==> src/design/brf_pkg.sv <==
`default_nettype none

package brf_pkg;

    // Store geometry; the pointer widths follow from it, the fill width of the result word is set apart
    localparam int unsigned DEPTH        = 1024;
    localparam int unsigned AW           = $clog2(DEPTH);
    localparam int unsigned PW           = AW + 1;
    localparam int unsigned FILL_W       = 11;
    localparam int unsigned CNT_W        = 7;
    localparam int unsigned OVR_W        = 32;
    localparam int unsigned MAX_READ_DEF = 64;
    localparam int unsigned OUTQ_DEPTH   = 4;

    // Operation codes
    localparam logic [1:0] OP_WRITE = 2'd0;
    localparam logic [1:0] OP_READ  = 2'd1;
    localparam logic [1:0] OP_FLUSH = 2'd2;

    // Result kinds
    localparam logic [1:0] KIND_STATUS = 2'd0;
    localparam logic [1:0] KIND_BYTE   = 2'd1;
    localparam logic [1:0] KIND_EMPTY  = 2'd2;
    localparam logic [1:0] KIND_FLUSH  = 2'd3;

    typedef struct packed {
        logic [1:0]       operation;
        logic [7:0]       data_byte;
        logic             burst_last;
        logic [CNT_W-1:0] read_count;
    } t_in_word;

    typedef struct packed {
        logic [1:0]        result_kind;
        logic [7:0]        out_byte;
        logic              run_last;
        logic              write_accepted;
        logic [FILL_W-1:0] fill_level;
        logic [OVR_W-1:0]  overrun_total;
    } t_out_word;

    // Byte store access: one write and one read port
    typedef struct packed {
        logic          we;
        logic [AW-1:0] waddr;
        logic [7:0]    wdata;
        logic          re;
        logic [AW-1:0] raddr;
    } t_ram_req;

    // Result under construction; a read byte joins it from the store as it leaves this stage
    typedef struct packed {
        logic              valid;
        logic              from_ram;
        logic [1:0]        kind;
        logic              last;
        logic              accepted;
        logic [FILL_W-1:0] fill;
        logic [OVR_W-1:0]  ovr;
    } t_res_stage;

endpackage

`default_nettype wire

==> src/design/brf_ctrl.sv <==
`default_nettype none

module brf_ctrl #(
    parameter int unsigned MAX_READ = brf_pkg::MAX_READ_DEF
) (
    input  logic                i_clk,
    input  logic                i_rst_n,
    input  logic                i_valid,
    output logic                o_stall,
    input  brf_pkg::t_in_word   i_word,
    input  logic                i_room,
    output brf_pkg::t_ram_req   o_ram,
    output brf_pkg::t_res_stage o_stg
);
    import brf_pkg::*;

    typedef enum logic {
        ST_IDLE,
        ST_RUN
    } t_state;

    t_state           r_state, n_state;
    logic [PW-1:0]    r_wp, n_wp;
    logic [PW-1:0]    r_rp, n_rp;
    logic [PW-1:0]    r_staged, n_staged;
    logic             r_too_big, n_too_big;
    logic [OVR_W-1:0] r_ovr, n_ovr;
    logic [PW-1:0]    r_raddr, n_raddr;
    logic [CNT_W-1:0] r_left, n_left;
    t_res_stage       r_stg, n_stg;

    logic             w_accept;
    logic [PW-1:0]    w_fill;
    logic [PW:0]      w_sum;
    logic             w_fits;
    logic             w_big_next;
    logic [PW-1:0]    w_staged_next;
    logic [CNT_W-1:0] w_cap;
    logic [CNT_W-1:0] w_n;
    logic [OVR_W-1:0] w_ovr_inc;

    assign o_stall  = (r_state != ST_IDLE) || !i_room;
    assign w_accept = i_valid && !o_stall;
    assign w_fill   = r_wp - r_rp;

    // Fit test against committed plus staged bytes
    assign w_sum         = {1'b0, w_fill} + {1'b0, r_staged};
    assign w_fits        = !r_too_big && (w_sum < (PW + 1)'(DEPTH));
    assign w_big_next    = r_too_big || !w_fits;
    assign w_staged_next = r_staged + PW'(w_fits);
    assign w_ovr_inc     = (r_ovr == '1) ? r_ovr : r_ovr + OVR_W'(1);

    // Clamp the read length to the limit and to the fill level
    assign w_cap = (i_word.read_count > CNT_W'(MAX_READ)) ? CNT_W'(MAX_READ)
                                                          : i_word.read_count;
    assign w_n   = (PW'(w_cap) > w_fill) ? w_fill[CNT_W-1:0] : w_cap;

    // Staged writes land past the committed write pointer and reads only reach
    // committed bytes, so read and write never meet on one entry.
    always_comb begin
        n_state   = r_state;
        n_wp      = r_wp;
        n_rp      = r_rp;
        n_staged  = r_staged;
        n_too_big = r_too_big;
        n_ovr     = r_ovr;
        n_raddr   = r_raddr;
        n_left    = r_left;
        n_stg     = '0;
        o_ram       = '0;
        o_ram.waddr = AW'(r_wp + r_staged);
        o_ram.wdata = i_word.data_byte;
        o_ram.raddr = r_raddr[AW-1:0];

        case (r_state)
            ST_IDLE: begin
                if (w_accept) begin
                    case (i_word.operation)
                        OP_WRITE: begin
                            o_ram.we = w_fits;
                            if (i_word.burst_last) begin
                                // Close the burst: commit or count an overrun
                                n_stg.valid = 1'b1;
                                n_stg.kind  = KIND_STATUS;
                                n_stg.last  = 1'b1;
                                if (w_big_next) begin
                                    n_ovr = w_ovr_inc;
                                end else begin
                                    n_wp           = r_wp + w_staged_next;
                                    n_stg.accepted = 1'b1;
                                end
                                n_staged  = '0;
                                n_too_big = 1'b0;
                            end else begin
                                n_staged  = w_staged_next;
                                n_too_big = w_big_next;
                            end
                        end
                        OP_READ: begin
                            if (w_n == '0) begin
                                n_stg.valid = 1'b1;
                                n_stg.kind  = KIND_EMPTY;
                                n_stg.last  = 1'b1;
                            end else begin
                                n_rp    = r_rp + PW'(w_n);
                                n_raddr = r_rp;
                                n_left  = w_n;
                                n_state = ST_RUN;
                            end
                        end
                        OP_FLUSH: begin
                            // Drop committed data, keep any open burst
                            n_rp        = r_wp;
                            n_stg.valid = 1'b1;
                            n_stg.kind  = KIND_FLUSH;
                            n_stg.last  = 1'b1;
                        end
                        default: begin
                        end
                    endcase
                end
            end
            ST_RUN: begin
                // Issue one store read per cycle while the queue has room
                if (i_room) begin
                    o_ram.re       = 1'b1;
                    n_stg.valid    = 1'b1;
                    n_stg.from_ram = 1'b1;
                    n_stg.kind     = KIND_BYTE;
                    n_stg.last     = (r_left == CNT_W'(1));
                    n_raddr        = r_raddr + PW'(1);
                    n_left         = r_left - CNT_W'(1);
                    if (r_left == CNT_W'(1)) begin
                        n_state = ST_IDLE;
                    end
                end
            end
            default: begin
                n_state = ST_IDLE;
            end
        endcase

        n_stg.fill = FILL_W'(n_wp - n_rp);
        n_stg.ovr  = n_ovr;
    end

    always_ff @(posedge i_clk) begin
        if (!i_rst_n) begin
            r_state   <= ST_IDLE;
            r_wp      <= '0;
            r_rp      <= '0;
            r_staged  <= '0;
            r_too_big <= 1'b0;
            r_ovr     <= '0;
            r_left    <= '0;
            r_stg     <= '0;
        end else begin
            r_state   <= n_state;
            r_wp      <= n_wp;
            r_rp      <= n_rp;
            r_staged  <= n_staged;
            r_too_big <= n_too_big;
            r_ovr     <= n_ovr;
            r_left    <= n_left;
            r_stg     <= n_stg;
        end
        r_raddr <= n_raddr;
    end

    assign o_stg = r_stg;

endmodule

`default_nettype wire

==> config.mk <==
export PLATFORM = sky130hd
export DESIGN_NAME = brf_ctrl
export DESIGN_NICKNAME = d
export VERILOG_FILES = /design/src/design/brf_pkg.sv /design/src/design/brf_ctrl.sv
export SDC_FILE = /design/constraint.sdc
export NUM_CORES = 1
export LEC_CHECK = 0
export ABC_AREA = 1
export BUFFER_PORTS_ARGS = -buffer_cell sky130_fd_sc_hd__buf_2
export CAP_MARGIN = 0
export CORE_MARGIN = 2
export CORE_UTILIZATION = 40
export DETAILED_ROUTE_END_ITERATION = 12
export PLACE_DENSITY_LB_ADDON = 0.08
export SLEW_MARGIN = 20
export SYNTH_ARGS = -nofsm -noshare
export SYNTH_HDL_FRONTEND = slang
export SYNTH_SLANG_ARGS = --single-unit
==> constraint.sdc <==
create_clock -name i_clk -period 14.3 [get_ports i_clk]
set_input_delay 3.575 -clock i_clk [delete_from_list [all_inputs] [get_ports i_clk]]
set_output_delay 3.575 -clock i_clk [all_outputs]
set_load 0.02 [all_outputs]
* Yosys cells after proc, flatten, opt, wreduce, memory -nomap -nowiden *
Cells that the tools add are included.

operators by class
  reductions and logical operators = 15
  bitwise gates (word level) = 6
  eq/ne operators = 8
  add/subtract/negate cells = 10
  multiplexer cells = 53
  order comparisons = 3

operators with widths
  operator               number
  $mux 32                6
  $mux 11                13
  $pmux 11 s2            2
  $mux 7                 6
  $add 32x1->32 const B  1
  $eq 32x32->1 const B   1
  $sub 11x11->11         2
  $mux 1                 16
  $pmux 7 s2             1
  $add 11x11->12         1
  $lt 12x11->1 const B   1
  $add 11x1->11          1
  $add 11x1->11 const B  1
  $add 11x11->11         1
  $add 11x7->11          1
  $gt 7x11->1            1
  $add 10x10->10         1
  $pmux 3 s3             1
  $eq 7x1->1 const B     1
  $gt 7x7->1 const B     1
  $logic_not 7->1        1
  $sub 7x1->7 const B    1
  $ne 2x2->1 const B     3
  $not 1->1              6
  19 further kinds       25

storage, ports and cells
  logic and storage cells = 109
  register bits after elaboration = 102
  input port bits = 22

* Logic depth before layout (Yosys ltp) *
Gate-level depths: netlist (run 1).

  word-level depth = 12
  mapped depth = 48
  gate-level depth less buffers = 48

* Least setup slack after synthesis (run 1) *
OpenSTA, ideal clock, no wires.

  path type = input-to-output
  start point = in i_room
  end point = out o_ram[29] (netlist bit)
  path buffers = 0
  stages = 4
  data arrival time = 4.408 ns
  path slack = 6.317 ns
  data required time = 10.725 ns
  cell sequence = nand2_1 -> nor2_1 -> nand2_1 -> nor2_1

RTL lines
  item         RTL line        source
  from (decl)  brf_ctrl.sv:11  input logic i_room,
  to (decl)    brf_ctrl.sv:12  output brf_pkg::t_ram_req o_ram,

==> metrics.md, run 1 <==
| Metric | Value |
|---|---|
| Routing usage on met3 | 2.994% |
| Comb power frac | 27.3% |
| Worst Reg-to-Reg Cells | 43 |
| Final cell area excluding filler cells | 8850 um^2 |
| MaxCap Viol Count | 0 |
| Vias per inst | 5.020 |
| Slew @ Worst Pin | 0.9224 ns |
| Normalized max-slew margin | 38.28% |
| Top Usage Layer GRT | met2 |
| Final routed DRC violation total | 0 |
| Num CTS Buffers | 9 |
| Placeable Area | 19460 um^2 |
| CP cell instances | buf_2 > nand2_1 > nor2_1 > nand2_1 > nor2_1 > buf_2 |
| Top cell type's share of synthesized area | 22.97% |
| Crit-path slowest cell | nand2_1 |
| Total gr overflow | 0 |
| CTS tree | built |
| Max Transition Viols Final | 0 |
| Top delay family on crit path | simple AND/OR/NAND/NOR gates |
| WS Path Type | input pin to output pin |
| # setup viols final | 0 |
| Via Count | 7621 |
| DR pass1 iterations | 5 |
| HPWL after DPL | 17370 um |
| Post-synth EDFFs | 10 |
| Synth Warn # | 0 |
| Avg Synthesized Cell Area | 6.716 um^2 |
| Commonest cells in the synthesized netlist | nand2_1 (262), inv_1 (175), nor2_1 (115), a21oi_1 (105), dfxtp_1 (91) |
| WHS Path Cells | 2 |
| First-pass GRT wire length | 35650 um |
| Crit path depth | 6 |
| Final Skew | 0.01086 ns |
| FF-to-FF Start | r_rp[0] |
| Switching Power | 0.0002760 W |
| Worst path bufs/invs | 2 |
| Final period util | 60.43% |
| Largest net degree at the start of global routing | 58 |
| Async S/R FF share, synth | 0% |
| Final setup TNS | 0 ns |
| Final setup margin | 5.658 ns |
| Most frequent cell after synthesis | nand2_1 |
| Longest Clk Path Bufs | 2 |
| Antenna-violating nets left | 0 |
| Setup crit start kind | input pin |
| Tmin final | 8.642 ns |
| R2r setup slk | 7.17 ns |
| Sinks on Clock Net | 101 |
| Worst slack at placement | 5.667 ns |
| Seq/Total Area, Yosys | 26.76% |
| GRT met2 Usage | 35.48% |
| Synthesis-to-finish area growth | 11.58% |
| Static Leak | 4.324 nW |
| Final net count | 1350 |
| CP required | 10.72 ns |
| Die area | 20970 um^2 |
| Post-Syn Area | 7931 um^2 |
| Synth area leaders | dfxtp_1 (23%), nand2_1 (12%), ha_1 (12%) |
| Initial DRC count | 511 |
| Cell Area, Placed | 8549 um^2 |
| Row count | 51 |
| Switching share of power | 36.04% |
| Filler Cells Inserted | 2023 |
| Met1 Track Usage GR | 31.17% |
| Critical Path AT | 5.07 ns |
| Global-route usage over all layers | 21.91% |
| Port buffer count | 85 |
| DR WL/cell | 14.68 um |
| Mapped Nets | 1283 |
| Clock root buffer | clkbuf_16 |
| CP max FO | 14 |
| RSZ-0062 raised after global routing | false |
| Number of global-route vias before repair | 6999 |
| WL final | 22290 um |
| Number of gates resized after cts | 0 |
| Worst hold path type | flop to flop |
| Register share of total power | 39.8% |
| Max VDD drop | 75.08 uV |
| Yosys cell types | 48 |
| HP Start | r_too_big |
| Area leader, netlist | dfxtp_1 |
| Fmax | 115.7 MHz |
| PD cells | 86.54 nW/um^2 |
| Antenna fix cells | 0 |
| Setup crit end kind | output pin |
| Footprint of the multi-input gates | 4985 um^2 |
| Final-report hold violation count | 0 |
| Top_reg_cell synth | dfxtp_1 |
| Die W | 144.8 um |
| Starting Density | 40.75% |
| Initial antenna violation count | 0 |
| Clock power share | 32.9% |
| Number of post-CTS setup repair buffers | 0 |
| Share of cells above drive strength 1 | 11.33% |
| Die outline height | 144.8 um |
| Reg area | 2122 um^2 |
| Routability cong. | 0.9017 |
| FF+latch count, synth | 101 |
| Top-Level Pins | 102 |
| Critical Path Max Stage Delay | 0.49 ns |
| CP startpoint | i_room |
| Clock latency on the worst-skew pair | 0.36 ns |
| Outcome | complete, no violations |
| Hold-fix buffers, CTS | 0 |
| H-tree Lvls | 3 |
| Int Power | 0.0004899 W |
| Clk pin slew, worst setup/hold paths | 0.08 ns |
| Syn Inst Count | 1181 |
## routing by layer
layer / vias up / share of wire [%]
li1: 3972 / -
met1: 3465 / 50
met2: 170 / 44
met3: 14 / 4.7
met4: 0 / 1.0
met5: - / 0
## stage by stage
step	utilization [%]	total power, W	cells	hold slack, ns
floorplan	-	0.0004693	1181	0.4570
global placement	43.93	0.0005202	1502	0.4709
CTS	45.47	0.0007747	1518	0.4830
global route	45.47	0.0008149	1518	0.5004
finish	45.47	0.0007659	1518	0.4804
detailed placement	43.93	0.0005192	1502	0.4707
## state kept, by name, indices dropped and copies added, names as in the netlist
register	flops
r_left	7
r_rp	11
r_wp	11
o_stg	49
r_too_big	1
r_raddr	10
r_state	1
r_staged	11
## final timing paths
kind / to
worst max-delay path: o_ram[29]
worst min-delay path: r_too_big
worst max register to register: o_stg[42]
worst min register to register: r_too_big
## kinds of logic after synthesis
| group | Yosys count | share of synthesized area, % |
|---|---|---|
| AOI/OAI and AO/OA | 222 | 15.41 |
| xor gates and xnor gates | 50 | 5.521 |
| and+or+nand+nor | 519 | 28.82 |
| DFF | 101 | 26.76 |
| adders and majority gates | 80 | 13.09 |
| buffers and inverters | 209 | 10.40 |
## placed cells by master, fill, tap and decap left out, types with 10 or more instances in the layout
cell / instances
a21oi_1: 105
buf_2: 85
dfxtp_1: 91
edfxtp_1: 10
ha_1: 75
inv_1: 174
nand2_1: 262
nand3_1: 54
nand4_1: 20
nor2_1: 115
nor2_2: 11
nor3_1: 21
o21ai_0: 75
xnor2_1: 14
xor2_1: 36
## power groups by stage
stage	logic, W	clock network [W]	registers (W)
5_1_grt	0.000238	0.000271	0.000306
6_report	0.000209	0.000252	0.000305
3_3_place_gp	0.000209	0	0.000311
4_1_cts	0.000210	0.000260	0.000305
2_1_floorplan	0.000151	0	0.000318
3_5_place_dp	0.000208	0	0.000311
## final cells by class
| cell class | count | share of cell area (%) |
|---|---|---|
| clock inverters | 7 | 0.8483 |
| multi-input cells | 871 | 56.33 |
| repair buffers | 87 | 4.977 |
| flip-flops and latches | 101 | 23.98 |
| inverters | 178 | 7.578 |
| clock buffers | 9 | 2.545 |
| well taps | 265 | 3.747 |
## worst register-to-register path: cells and delay by family (launching register included)
kind | cells | cell delay (ns)
AND/OR/NAND/NOR | 20 | 2.24
adder cells (fa/ha/maj) | 7 | 2.03
AO/OA/AOI/OAI | 8 | 1.07
XOR/XNOR | 3 | 0.85
flip-flops | 1 | 0.48
buffers and inverters | 5 | 0.39
(Power assumes the default switching activity.)
==> inputs of run 2 (changes only) <==
Clock period 14.3 ns to 9 ns, I/O delays scaled along.
==> metrics.md, run 2 (synthesis results as in run 1) <==
| Metric | Value |
|---|---|
| Crit path top cell by count | nand2_1 |
| Worst Reg-to-Reg Cells | 43 |
| Commonest non-fill, non-tap cell in the layout | nand2_1 |
| Switching share of power | 36.62% |
| Top-Level Pins | 102 |
| Setup crit start kind | flop |
| Longest Clk Path Bufs | 2 |
| WL final | 22280 um |
| Critical Path Max Stage Delay | 0.46 ns |
| Worst hold path type | flop to flop |
| Outcome | complete, no violations |
| Normalized max-slew margin | 45.85% |
| Final net count | 1349 |
| Most frequent cells in the layout | nand2_1 (262), inv_1 (174), nor2_1 (115) |
| Crit-path slowest cell | dfxtp_1 |
| Placeable Area | 19460 um^2 |
| DR pass1 iterations | 5 |
| Comb power frac | 26.9% |
| Vias per inst | 5.003 |
| Fmax | 143.4 MHz |
| Die area | 20970 um^2 |
| Setup crit end kind | flop |
| Worst path bufs/invs | 5 |
| Hold-fix buffers, CTS | 0 |
| Worst hold slack | 0.4813 ns |
| Final routed DRC violation total | 0 |
| Int Power | 0.0007850 W |
| Number of gates resized after cts | 0 |
| WS Path Type | flop to flop |
| Switching Power | 0.0004536 W |
| Tmin final | 6.973 ns |
| Die W | 144.8 um |
| Slew @ Worst Pin | 0.8093 ns |
| CP max FO | 5 |
| Clock latency on the worst-skew pair | 0.37 ns |
| Share of cells above drive strength 1 | 11.26% |
| Crit path depth | 43 |
| Number of post-CTS setup repair buffers | 0 |
| Clk pin slew, worst setup/hold paths | 0.08 ns |
| Row count | 51 |
| Final period util | 77.47% |
| Final Skew | 0.01111 ns |
| H-tree Lvls | 3 |
| PD cells | 139.8 nW/um^2 |
| Final setup TNS | 0 ns |
| First-pass GRT wire length | 35660 um |
| # setup viols final | 0 |
| Via Count | 7589 |
| Port buffer count | 85 |
| Die outline height | 144.8 um |
| WHS Path Cells | 2 |
| MaxCap Viol Count | 0 |
| Max VDD drop | 103.7 uV |
| Initial antenna violation count | 0 |
| Static Leak | 4.330 nW |
| Global-route usage over all layers | 21.90% |
| Final cell area excluding filler cells | 8861 um^2 |
| Starting Density | 40.75% |
| Antenna fix cells | 0 |
| CP required | 9.26 ns |
| CTS tree | built |
| Routability cong. | 0.8781 |
| RSZ-0062 raised after global routing | false |
| Number of global-route vias before repair | 7002 |
| HPWL after DPL | 17540 um |
| Register share of total power | 39.1% |
| Largest net degree at the start of global routing | 46 |
| Cell Area, Placed | 8542 um^2 |
| Num CTS Buffers | 9 |
| Sinks on Clock Net | 101 |
| Max FFs per register | 49 |
| Clock power share | 34.0% |
| Total gr overflow | 0 |
| Final-report hold violation count | 0 |
| Synthesis-to-finish area growth | 11.72% |
| Top delay family on crit path | simple AND/OR/NAND/NOR gates |
| Clock root buffer | clkbuf_16 |
| DR WL/cell | 14.68 um |
| Filler Cells Inserted | 2084 |
| Initial DRC count | 401 |
| Critical Path AT | 7.24 ns |
| Antenna-violating nets left | 0 |
| Max Transition Viols Final | 0 |
## run 2: cell types whose count changed in the layout (fill, tap and decap cells not counted)
| cell | delta |
|---|---|
| clkinv_8 | +1 |
| inv_6 | -1 |
| buf_4 | -1 |
| inv_8 | +1 |
| clkinv_4 | -1 |
| inv_12 | +1 |
| clkinvlp_4 | -1 |
## run 2: worst min-delay path: stages (launching register included)
cell,delay (ns)
dfxtp_1,0.32
nand2_1,0.06
a21oi_1,0.05
## run 2: routing by layer
layer	global-route usage, %	routed length (um)
met1	31.59	11210
met2	34.29	9776
met3	3.455	954
met4	5.059	333
met5	0	0
## run 2: cell type report
| class | count | area (um^2) | area share [%] |
|---|---|---|---|
| Tap cell | 265 | 331.6 | 3.742 |
| Inverter | 178 | 670.6 | 7.568 |
| Sequential cell | 101 | 2122 | 23.95 |
| Clock inverter | 7 | 93.84 | 1.059 |
| Timing Repair Buffer | 86 | 432.9 | 4.886 |
| Multi-Input combinational cell | 871 | 4985 | 56.26 |
| Clock buffer | 9 | 225.2 | 2.542 |
## run 2: final timing paths
kind	start	endpoint	slack (ns)
worst max-delay path	r_rp[0]	o_stg[42]	2.03
worst min-delay path	r_too_big	r_too_big	0.48
worst max register to register	r_rp[0]	o_stg[42]	2.03
worst min register to register	r_too_big	r_too_big	0.48
## run 2: power groups by stage
| stage | combinational (W) | sequential [W] | clock, W |
|---|---|---|---|
| after floorplan | 0.000240 | 0.000505 | 0 |
| after global placement | 0.000331 | 0.000496 | 0 |
| after detailed placement | 0.000331 | 0.000495 | 0 |
| after CTS | 0.000334 | 0.000485 | 0.000435 |
| after global routing | 0.000381 | 0.000487 | 0.000451 |
| final | 0.000333 | 0.000485 | 0.000421 |
## run 2: through the flow
stage	power (W)	util (%)	setup slack, ns	std cells
after global placement	0.0008268	43.89	1.859	1501
after global routing	0.001319	45.53	1.235	1517
final	0.001239	45.53	2.027	1517
after detailed placement	0.0008263	43.89	1.761	1501
after floorplan	0.0007457	-	2.393	1181
after CTS	0.001254	45.53	1.965	1517
