`config.mk`:
```
export PLATFORM = sky130hd
export DESIGN_NAME = brf_outq
export DESIGN_NICKNAME = d
export VERILOG_FILES = /design/src/design/brf_pkg.sv /design/src/design/brf_outq.sv
export SDC_FILE = /design/constraint.sdc
export NUM_CORES = 1
export LEC_CHECK = 0
export ABC_AREA = 0
export BUFFER_PORTS_ARGS = -buffer_cell sky130_fd_sc_hd__clkbuf_2
export CAP_MARGIN = 20
export CORE_MARGIN = 2
export CORE_UTILIZATION = 25
export DETAILED_ROUTE_END_ITERATION = 6
export SLEW_MARGIN = 20
export SYNTH_ARGS = -nofsm -noshare
export SYNTH_HDL_FRONTEND = slang
export SYNTH_SLANG_ARGS = --single-unit
```
`constraint.sdc`:
```
create_clock -name i_clk -period 3 [get_ports i_clk]
set_input_delay 0.9 -clock i_clk [delete_from_list [all_inputs] [get_ports i_clk]]
set_output_delay 0.9 -clock i_clk [all_outputs]
set_load 0.02 [all_outputs]
```
`src/design/brf_pkg.sv`:
```
`default_nettype none

package brf_pkg;

    // Store geometry; the pointer widths follow from it, the fill width of the result word is set apart
    localparam int unsigned DEPTH        = 1024;
    localparam int unsigned AW           = $clog2(DEPTH);
    localparam int unsigned PW           = AW + 1;
    localparam int unsigned FILL_W       = 11;
    localparam int unsigned CNT_W        = 7;
    localparam int unsigned OVR_W        = 32;
    localparam int unsigned MAX_READ_DEF = 64;
    localparam int unsigned OUTQ_DEPTH   = 4;

    // Operation codes
    localparam logic [1:0] OP_WRITE = 2'd0;
    localparam logic [1:0] OP_READ  = 2'd1;
    localparam logic [1:0] OP_FLUSH = 2'd2;

    // Result kinds
    localparam logic [1:0] KIND_STATUS = 2'd0;
    localparam logic [1:0] KIND_BYTE   = 2'd1;
    localparam logic [1:0] KIND_EMPTY  = 2'd2;
    localparam logic [1:0] KIND_FLUSH  = 2'd3;

    typedef struct packed {
        logic [1:0]       operation;
        logic [7:0]       data_byte;
        logic             burst_last;
        logic [CNT_W-1:0] read_count;
    } t_in_word;

    typedef struct packed {
        logic [1:0]        result_kind;
        logic [7:0]        out_byte;
        logic              run_last;
        logic              write_accepted;
        logic [FILL_W-1:0] fill_level;
        logic [OVR_W-1:0]  overrun_total;
    } t_out_word;

    // Byte store access: one write and one read port
    typedef struct packed {
        logic          we;
        logic [AW-1:0] waddr;
        logic [7:0]    wdata;
        logic          re;
        logic [AW-1:0] raddr;
    } t_ram_req;

    // Result under construction; a read byte joins it from the store as it leaves this stage
    typedef struct packed {
        logic              valid;
        logic              from_ram;
        logic [1:0]        kind;
        logic              last;
        logic              accepted;
        logic [FILL_W-1:0] fill;
        logic [OVR_W-1:0]  ovr;
    } t_res_stage;

endpackage

`default_nettype wire

```
`src/design/brf_outq.sv`:
```
`default_nettype none

module brf_outq (
    input  logic                i_clk,
    input  logic                i_rst_n,
    input  brf_pkg::t_res_stage i_stg,
    input  logic [7:0]          i_ram_q,
    output logic                o_room,
    output logic                o_valid,
    input  logic                i_stall,
    output brf_pkg::t_out_word  o_word
);
    import brf_pkg::*;

    localparam int unsigned QAW = $clog2(OUTQ_DEPTH);

    t_out_word      r_mem [OUTQ_DEPTH];
    logic [QAW-1:0] r_head, n_head;
    logic [QAW-1:0] r_tail, n_tail;
    logic [QAW:0]   r_count, n_count;

    t_out_word      w_push_word;
    logic           w_push;
    logic           w_pop;

    // Room counts the word still in the stage ahead of the queue
    assign o_room  = (r_count + (QAW + 1)'(i_stg.valid)) < (QAW + 1)'(OUTQ_DEPTH);
    assign o_valid = (r_count != '0);
    assign o_word  = r_mem[r_head];

    assign w_push = i_stg.valid;
    assign w_pop  = o_valid && !i_stall;

    // Join the store byte with the staged result fields
    always_comb begin
        w_push_word.result_kind    = i_stg.kind;
        w_push_word.out_byte       = i_stg.from_ram ? i_ram_q : 8'h00;
        w_push_word.run_last       = i_stg.last;
        w_push_word.write_accepted = i_stg.accepted;
        w_push_word.fill_level     = i_stg.fill;
        w_push_word.overrun_total  = i_stg.ovr;
    end

    always_comb begin
        n_head  = w_pop  ? r_head + QAW'(1) : r_head;
        n_tail  = w_push ? r_tail + QAW'(1) : r_tail;
        n_count = r_count + (QAW + 1)'(w_push) - (QAW + 1)'(w_pop);
    end

    always_ff @(posedge i_clk) begin
        if (!i_rst_n) begin
            r_head  <= '0;
            r_tail  <= '0;
            r_count <= '0;
        end else begin
            r_head  <= n_head;
            r_tail  <= n_tail;
            r_count <= n_count;
        end
    end

    // Hold result words
    always_ff @(posedge i_clk) begin
        if (w_push) begin
            r_mem[r_tail] <= w_push_word;
        end
    end

endmodule

`default_nettype wire

```
== Yosys cells after proc, flatten, opt, wreduce, memory -nomap -nowiden ==
Memories as Yosys holds them, arrays and structs flattened. A register that Yosys moved wholly into a read port is not among the register bits.
Index checks and enable logic that the tools add are counted.

* Add/sub/neg operators: 4
* Order comparisons: 1
* Mux-type cells: 5
* Reductions and logical operators: 3

{| class="wikitable"
|+ Operator list
! cell !! number
|-
| $mux W8 || 1
|-
| $add A2 B1 Y2 const B || 2
|-
| $mux W2 || 2
|-
| $add A3 B1 Y3 || 1
|-
| $lt A3 B3 Y1 const B || 1
|-
| $reduce_bool A3 Y1 || 1
|-
| $sub A3 B1 Y3 || 1
|-
| $mux W1 || 2
|-
| $logic_and A1 B1 Y1 || 1
|-
| $logic_not A1 Y1 || 1
|}

* Register bits: 7
* Bits in writable memories: 220
* Bits of input ports: 60
* Word-level logic and storage cells: 17
* Memories kept: 1

{| class="wikitable"
|+ Memories
! name !! depth !! width !! read ports !! clocked after Yosys merged registers in !! write ports !! RTL line !! text
|-
| r_mem || 4 || 55 || 1 || 1 || 1 || brf_outq.sv:17 || <nowiki>t_out_word r_mem [OUTQ_DEPTH];</nowiki>
|}

== Longest topological paths before layout ==
Gate-level depths: netlist of the first run.

* Depth after elaboration: 4
* Mapped depth: 6

== Least setup slack after synthesis of the first run ==
No wires, ideal clock.

* Path kind: in2reg
* Start point: in i_stg[48] (netlist name)
* End point: mem r_mem[0][0] (netlist name) (enable)
* Library setup time: 0.418 ns
* Data arrival time: 2.206 ns
* Path slack: 0.376 ns
* Cell stages on the path: 1
* Cells stage by stage: and2_1

* Cells in the longest elaborated chain, start to end: 2

{| class="wikitable"
|+ Ends and longest elaborated chain
! item !! RTL line !! text
|-
| start: declaration || brf_outq.sv:6 || <nowiki>input brf_pkg::t_res_stage i_stg,</nowiki>
|-
| $mux W1 || brf_outq.sv:64 || <nowiki>if (w_push) begin</nowiki>
|-
| $mux W1 (not written as such) || brf_outq.sv:65 || <nowiki>r_mem[r_tail] <= w_push_word;</nowiki>
|-
| end: declaration || brf_outq.sv:17 ||
|}

Every way passes these cells.

== Worst setup path in the final report of the first run ==
* Start point: in i_stg[48] (netlist name)
* End point: out o_room

* Cells in the longest elaborated chain, start to end: 2

{| class="wikitable"
|+ Ends and longest elaborated chain
! item !! RTL line !! text
|-
| $add A3 B1 Y3 || brf_outq.sv:27 || <nowiki>assign o_room = (r_count + (QAW + 1)'(i_stg.valid)) < (QAW + 1)'(OUTQ_DEPTH);</nowiki>
|-
| $lt A3 B3 Y1 || brf_outq.sv:27 ||
|-
| end: declaration || brf_outq.sv:8 || <nowiki>output logic o_room,</nowiki>
|}

Every way passes these cells.

==> results.txt, run 1 <==
outcome = finished clean
final hold vios = 0
Hold WC Path Type = reg2reg
Power Total = 8.05 mW
RSZ-0062 raised after global routing = no
cell row count = 67
period utilization = 95.5%
worst-path fanout max = 7
worst flop-to-flop path startpoint = r_count[2]
IO Port Bufs = 116
TritonCTS clock tree = built
Worst Setup SP = i_stg[48]
Root Buffer = clkbuf_16
Die X = 189 um
Critical Path Source Type = primary input
via/cell ratio = 4.06
EDFF count, synth = 220
vias in the first global route = 4337
largest net degree at the start of global routing = 33
maxcap violations = 0
clock sink count = 229
Worst-Skew Late Latency = 0.52 ns
most frequent cells in the layout = edfxtp_1 (220), clkbuf_2 (116), mux4_2 (50)
CTS clk-pin slew, worst paths = 0.06 ns
# IOs = 117
post-route ant nets = 0
die height = 189 um
highest metal used = met4
cell family with most CP delay = adder cells
Unique masters post-synth = 24
Ys Warns = 0
Crit Path Category = in2out
Max Clock Skew = 0.0115 ns
HPWL after detailed placement = 10.2 mm
DR DRC count = 0
sequential-to-total area share from yosys stat = 79.7%
Max transition margin = 65.4%
Post-Route WL = 16.4 mm
CTS Buf Count = 24
Yosys reg bits = 229
drt wl/cell = 17.4 um
Inserted Diodes = 0
iteration-0 DRC count of the detailed router = 222
All-Layer GR Usage = 9.21%
ys async rst share = 0%
CTS Buffer Depth = 3
Core Region = 0.0335 sq mm
Initial Util = 25.4%
worst-margin pin slew = 0.515 ns
Leak Pwr = 3.47 nW
Post-Syn Nets = 409
initial antenna violation count = 0
CTS resizes = 0
met2 WL = 8.05 mm
Final TNS setup = 0 ns
Final Wtd Congestion = 0.669
Mapped Area = 0.00851 sq mm
critical-path cell list = clkbuf_2, ha_1, ha_1, xnor2_1, clkbuf_2
fin nets = 547
Syn Inst Count = 341
Crit-path slowest cell = xnor2_1
DR WL met3 = 912 um
Most used DFF post-synth = edfxtp_1
power density cells = 775 mW/mm^2
# hold bufs at CTS = 0
GR Overflow Total = 0
H-tree depth = 1
Max VDD drop = 0.521 mV
Pre-Repair DR Iteration Count = 4
routed vias = 3834
Post-Syn Area per Cell = 25.0 sq um
first-pass GRT wire length = 25.2 mm
HP Start = r_head[1]
post-route minimum period = 2.86 ns
CP Data Arrival Time = 1.96 ns
Final Core Density = 31.0%
CP Capture Type = output port
commonest non-fill, non-tap cell in the layout = edfxtp_1
Max stage delay on crit path = 0.26 ns
Post-CTS Setup Repair Bufs = 0
Worst Path Buf+Inv = 2
highest clock rate = 0.349 GHz
routed metal-1 wirelength = 6.96 mm
Final Max Tran Viols = 0
required time worst endpoint = 2.10 ns
Final setup viols = 0
Area Growth Syn to Fin = 22.2%
overall die area = 0.0355 sq mm
layout cells sized above 1 = 42.7%
## report_power, final
part,internal (mW),switching (mW),leakage (nW)
Combinational,0.662,0.895,1.02
Sequential,3.69,0.0507,2.10
Clock,1.60,1.15,0.355
## logic make-up after synthesis
family,after synthesis,share of synthesized area (%)
and+or+nand+nor,24,1.68
AOI/OAI and AO/OA,4,0.323
buffers and inverters,17,1.88
DFF,229,79.7
xor gates and xnor gates,2,0.206
muxes,57,15.0
adders and majority gates,8,1.18
## registers in the layout (all words and copies together) (netlist names), named ones only
name / count
r_head: 2
r_tail: 2
r_count: 3
r_mem: 220
## routing by layer
metal	GRT usage (%)	vias up
met5	0	-
met4	2.82	0
met3	2.22	29
met2	15.6	116
met1	11.7	1970
li1	-	1719
## final timing paths
check,to,slack [ns],cells after the start
max,o_room,0.14,5
min,flip-flop,0.49,2
max reg2reg,r_count[2],1.28,6
min reg2reg,flip-flop,0.49,2
## worst min-delay path, stage by stage, from the launching register on
cell and delay [ns]:
dfxtp_1 0.31, nand2_1 0.05, mux2i_1 0.07
## synth_stat cells (all sizes together), types with 2 or more instances
| library cell | count | area share (%) |
|---|---|---|
| nor2b | 3 | 0.22 |
| dfxtp | 9 | 2.1 |
| mux4 | 55 | 15 |
| a21boi | 2 | 0.18 |
| edfxtp | 220 | 78 |
| ha | 8 | 1.2 |
| mux2i | 2 | 0.24 |
| inv | 5 | 0.22 |
| buf | 11 | 1.6 |
| nor2 | 2 | 0.088 |
| and2 | 14 | 1.0 |
## cell type report
| type | count | area (sq um) |
|---|---|---|
| timing repair buffer | 124 | 716 |
| sequential | 229 | 6790 |
| fill | 3285 | 23100 |
| inverter | 5 | 18.8 |
| clock buffer | 31 | 648 |
| multi-input combinational | 95 | 1580 |
| tap | 448 | 561 |
| clock inverter | 13 | 87.6 |
## metrics by stage
step	hold slack, ns	std cells	cell area (sq um)	setup slack, ns
after floorplan	0.445	341	8510	0.376
after global routing	0.532	945	10400	0.0262
after detailed placement	0.481	901	9660	0.120
final	0.492	945	10400	0.136
after CTS	0.489	945	10400	0.0902
after global placement	0.453	901	9660	0.192
Note: power is estimated with default switching activity, not from simulation.
==> inputs of run 2 (changes only) <==
--- a/config.mk
+++ b/config.mk
@@ -11,6 +11,7 @@
 export CORE_MARGIN = 2
 export CORE_UTILIZATION = 25
 export DETAILED_ROUTE_END_ITERATION = 6
+export GPL_TIMING_DRIVEN = 0
 export SLEW_MARGIN = 20
 export SYNTH_ARGS = -nofsm -noshare
 export SYNTH_HDL_FRONTEND = slang
==> results.txt, run 2 (synthesis results as in run 1) <==
post-route ant nets = 0 (unchanged)
CTS Buffer Depth = 3 (unchanged)
Final Wtd Congestion = 0.694 (+3.8%)
Initial Util = 25.4% (unchanged)
iteration-0 DRC count of the detailed router = 171 (-23%)
Post-CTS Setup Repair Bufs = 0 (unchanged)
IO Port Bufs = 116 (unchanged)
final hold vios = 0 (unchanged)
Reg2Reg Depth = 6 (unchanged)
Final TNS setup = 0 ns (unchanged)
critical-path cell list = buf_6, buf_12, mux4_2, clkbuf_2
Worst-Skew Late Latency = 0.53 ns (about the same)
Crit Reg-Reg Endpoint = r_count[2]
Final setup viols = 0 (unchanged)
largest net degree at the start of global routing = 39 (+18%)
required time worst endpoint = 2.10 ns (about the same)
HPWL after detailed placement = 10.8 mm (+6.1%)
via/cell ratio = 4.10 (+1.1%)
post-route minimum period = 2.88 ns (+0.0133 ns)
cell family with most CP delay = buffers and inverters
Inserted Diodes = 0 (unchanged)
CP Capture Type = output port
RSZ-0062 raised after global routing = no
Crit-path slowest cell = mux4_2
Die X = 189 um (unchanged)
# hold bufs at CTS = 0 (unchanged)
TritonCTS clock tree = built
flip-flop count of the largest register after layout = 220 (unchanged)
HP Start = r_head[1]
Final Max Tran Viols = 0 (unchanged)
Leak Pwr = 3.59 nW (+3.3%)
worst flop-to-flop path startpoint = r_count[2]
power density cells = 794 mW/mm^2 (+2.5%)
Pre-Repair DR Iteration Count = 4 (unchanged)
Critical Path Source Type = flip-flop
worst-margin pin slew = 0.512 ns (-0.00343 ns)
die height = 189 um (unchanged)
fin nets = 557 (+1.8%)
H-tree depth = 1 (unchanged)
reg-to-reg slack, setup = 1.30 ns (+0.02 ns)
cell row count = 67 (unchanged)
worst-path fanout max = 10 (+3)
# IOs = 117 (unchanged)
maxcap violations = 0 (unchanged)
routed vias = 3916 (+2.1%)
largest register by flop count = r_mem
Final Core Density = 31.7% (+0.68 points)
commonest non-fill, non-tap cell in the layout = edfxtp_1
Hold WC Path Type = reg2reg
Max Clock Skew = 0.0235 ns (+0.0120 ns)
Post-Route WL = 16.2 mm (-1.1%)
first-pass GRT wire length = 24.8 mm (-1.5%)
clock sink count = 229 (unchanged)
overall die area = 0.0355 sq mm (unchanged)
Core Region = 0.0335 sq mm (unchanged)
most frequent cells in the layout = edfxtp_1 (220), clkbuf_2 (117), mux4_2 (50)
drt wl/cell = 17.0 um (-2.2%)
initial antenna violation count = 0 (unchanged)
outcome = finished clean
vias in the first global route = 4451 (+2.6%)
hold path depth = 2 (unchanged)
highest clock rate = 0.348 GHz (-0.46%)
period utilization = 95.9% (+0.44 points)
Max VDD drop = 0.576 mV (+11%)
layout cells sized above 1 = 44.8% (+2.1 points)
CTS clk-pin slew, worst paths = 0.06 ns (about the same)
CTS Buf Count = 26 (+8.3%)
Max stage delay on crit path = 0.53 ns (+0.27 ns)
largest registers = r_mem x220, r_count x3
DR DRC count = 0 (unchanged)
Crit Path Category = reg2out
Power Total = 8.43 mW (+4.7%)
Root Buffer = clkbuf_16
CP Data Arrival Time = 1.98 ns (+0.02 ns)
GR Overflow Total = 0 (unchanged)
Max transition margin = 65.6% (+0.23 points)
Worst Path Buf+Inv = 3 (+1)
All-Layer GR Usage = 9.07% (-0.15 points)
Area Growth Syn to Fin = 24.8%
==> run 2: layer usage <==
| layer | global-route usage, % | up-vias | share of wire, % |
|---|---|---|---|
| met5 | 0 | - | 0 |
| met4 | 2.55 | 0 | 2.1 |
| met3 | 2.10 | 26 | 5.7 |
| met2 | 16.0 | 113 | 50 |
| met1 | 11.1 | 2044 | 42 |
| li1 | - | 1733 | - |
==> run 2: report_power, final <==
group          switching [mW]  internal (mW)  total (mW)  leakage [nW]
clock network            1.23           1.84        3.07         0.410
logic                   0.898          0.731        1.63          1.08
registers              0.0453           3.69        3.73          2.10
==> run 2: worst reg2reg max path: cells and delay by family (launching register included) <==
kind                     cells  cell delay (ns)
AND/OR/NAND/NOR              3             0.70
adder cells (fa/ha/maj)      2             0.41
flip-flops                   1             0.32
AO/OA/AOI/OAI                1             0.17
==> run 2: per-stage QoR <==
stage	area [sq um]	setup WS [ns]	cells	hold slack, ns
final	10600	0.123	955	0.496
after CTS	10600	0.0309	955	0.497
after global placement	9650	-0.918	905	0.468
after floorplan	8510	0.376	341	0.445
after detailed placement	9770	0.158	909	0.485
after global routing	10600	0.00389	955	0.551
==> run 2: area by class of cell <==
cell class	instances	area, sq um
multi-input combinational	95	1580
clock buffer	27	654
fill	3266	22900
tap	448	561
sequential	229	6790
buffer	12	154
timing repair buffer	120	683
clock inverter	19	191
inverter	5	18.8
==> run 2: what timing repair did <==
item                       CTS  global route
setup endpoints to repair   17            10
hold endpoints to repair     0             0
resized for setup            4             1
==> run 2: worst max-delay path by stage <==
stage                   start      endpoint  slack (ns)  cells after the start
floorplan           i_stg[48]   r_mem[0][0]        0.38                      1
global placement    i_stg[48]  r_mem[0][12]       -0.92                      2
detailed placement  i_stg[48]        o_room        0.16                      5
CTS                 flip-flop     o_word[8]        0.03                      4
global route        flip-flop    o_word[10]       0.004                      4
finish              flip-flop    o_word[38]        0.12                      4
==> inputs of run 3 (changes only) <==
==> constraint.sdc (replaced) <==
create_clock -name i_clk -period 2.55 [get_ports i_clk]
set_input_delay 0.765 -clock i_clk [delete_from_list [all_inputs] [get_ports i_clk]]
set_output_delay 0.765 -clock i_clk [all_outputs]
set_load 0.02 [all_outputs]
==> results.txt, run 3 (synthesis results as in run 1) <==
initial antenna violation count = 0 (unchanged)
Final Wtd Congestion = 0.694 (unchanged)
final hold vios = 0 (unchanged)
Root Buffer = clkbuf_16
largest net degree at the start of global routing = 39 (unchanged)
footprint of the multi-input gates = 0.00157 sq mm (-0.24%)
Worst-Skew Late Latency = 0.53 ns (about the same)
Initial Util = 25.4% (unchanged)
post-route ant nets = 0 (unchanged)
# IOs = 117 (unchanged)
Worst Path Buf+Inv = 3 (unchanged)
most frequent cells in the layout = edfxtp_1 (220), clkbuf_2 (66), mux4_2 (53)
CP Capture Type = output port
vias in the first global route = 4485 (+0.76%)
largest registers = r_mem x220, r_count x3
via/cell ratio = 4.10 (+0.11%)
Max stage delay on crit path = 0.51 ns (-0.02 ns)
CTS clk-pin slew, worst paths = 0.06 ns (about the same)
highest clock rate = 0.374 GHz
Critical Path Source Type = flip-flop
die height = 189 um (unchanged)
Reg area = 0.00679 sq mm (about the same)
Place WS = -0.0224 ns (-0.180 ns)
required time worst endpoint = 1.79 ns (-0.31 ns)
Non-Filler Instances = 962 (+0.73%)
H-tree depth = 1 (unchanged)
Reg2Reg Depth = 6 (unchanged)
Max Clock Skew = 0.0230 ns (-0.000440 ns)
Area Growth Syn to Fin = 29.9%
Hold WS = 0.450 ns (-0.0453 ns)
fin nets = 564 (+1.3%)
critical-path cell list = buf_12, buf_12, mux4_2, buf_2
critical path depth = 4 (unchanged)
HPWL after detailed placement = 10.8 mm (unchanged)
failing checks = setup timing
commonest non-fill, non-tap cell in the layout = edfxtp_1
Final setup viols = 53 (+53)
filler cell count in the final layout = 3225 (-1.3%)
CP Data Arrival Time = 1.91 ns (-0.07 ns)
All-Layer GR Usage = 9.26% (+0.19 points)
Die X = 189 um (unchanged)
Final Max Tran Viols = 0 (unchanged)
overall die area = 0.0355 sq mm (unchanged)
Leak Pwr = 3.73 nW (+4.0%)
# hold bufs at CTS = 0 (unchanged)
GR Overflow Total = 0 (unchanged)
drt wl/cell = 17.7 um (+3.9%)
Inst Count DP = 909 (unchanged)
outcome = finished with violations
layout cells sized above 1 = 46.5% (+1.7 points)
Pre-Repair DR Iteration Count = 4 (unchanged)
worst-margin pin slew = 0.508 ns (-0.00347 ns)
final setup margin = -0.123 ns (-0.246 ns)
Max VDD drop = 0.652 mV (+13%)
largest register by flop count = r_mem
CTS Buf Count = 26 (unchanged)
most used cell, CP = buf_12
worst flop-to-flop path startpoint = r_count[2]
Hold WC Path Type = in2reg
Crit Path Category = reg2out
Core Region = 0.0335 sq mm (unchanged)
Final TNS setup = -5.16 ns (-5.16 ns)
clock sink count = 229 (unchanged)
worst-path fanout max = 10 (unchanged)
Post-Route WL = 17.0 mm (+4.7%)
Worst Setup EP = o_word[8]
power density cells = 945 mW/mm^2 (+19%)
TritonCTS clock tree = built
reg-to-reg slack, setup = 0.83 ns (-0.47 ns)
Max transition margin = 65.9% (+0.23 points)
maxcap violations = 0 (unchanged)
CTS Buffer Depth = 3 (unchanged)
cell row count = 67 (unchanged)
routed vias = 3949 (+0.84%)
iteration-0 DRC count of the detailed router = 167 (-2.3%)
cell family with most CP delay = multiplexers
Crit Reg-Reg Endpoint = r_count[2]
period utilization = 105%
flip-flop count of the largest register after layout = 220 (unchanged)
DR DRC count = 0 (unchanged)
post-route minimum period = 2.67 ns
IO Port Bufs = 116 (unchanged)
Crit-path slowest cell = mux4_2
first-pass GRT wire length = 25.2 mm (+1.6%)
Inserted Diodes = 0 (unchanged)
RSZ-0062 raised after global routing = yes
==> run 3: cell types whose count changed in the layout (fill, tap and decap cells not counted), moves of 2 or more <==
cell,change
buf_2,+6
buf_4,+4
buf_6,+40
buf_8,+2
clkbuf_16,+4
clkbuf_2,-51
mux4_1,-3
mux4_2,+3
==> run 3: how the worst min path moves through the flow <==
stage | start | endpoint | slack, ns | cells past startpoint
4_1_cts | i_stg[25] | r_mem[3][25] | 0.41 | 1
6_report | i_stg[26] | r_mem[0][26] | 0.45 | 1
2_1_floorplan | r_head[1] | flip-flop | 0.45 | 2
3_5_place_dp | r_head[1] | r_head[1] | 0.49 | 2
3_3_place_gp | r_head[1] | r_head[1] | 0.47 | 2
5_1_grt | i_stg[35] | r_mem[1][35] | 0.42 | 1
==> run 3: area by class of cell <==
class / instances / share of cell area [%]
Multi-Input combinational cell: 95 / 14.2
Timing Repair Buffer: 127 / 9.99
Clock inverter: 19 / 1.73
Inverter: 5 / 0.170
Buffer: 12 / 1.49
Tap cell: 448 / 5.07
Sequential cell: 229 / 61.4
Clock buffer: 27 / 5.92
==> run 3: power breakdown <==
part           total [mW]  leakage, nW  internal [mW]  switching (mW)
Clock                3.61        0.410           2.17            1.44
Combinational        2.43         1.22           1.27            1.16
Sequential           4.41         2.10           4.34          0.0643
==> run 3: repair_timing <==
| action | 4_1_cts | 5_1_grt |
|---|---|---|
| cloned | 2 | 4 |
| setup endpoints to repair | 56 | 56 |
| gates resized for setup | 18 | 138 |
| buffers inserted | 2 | 0 |
==> run 3: routing by layer <==
metal,wire (um),up-vias,track usage [%]
met3,993,21,2.10
li1,-,1747,-
met2,8710,126,16.4
met1,7010,2055,11.3
met4,289,0,2.55
met5,0,-,0
==> run 3: through the flow <==
step,area (sq um),power [mW],util (%)
floorplan,8510,5.82,-
global placement,9650,6.39,28.8
detailed placement,9770,6.45,29.1
CTS,10700,10.3,32.0
global route,11100,10.9,33.0
finish,11100,10.5,33.0
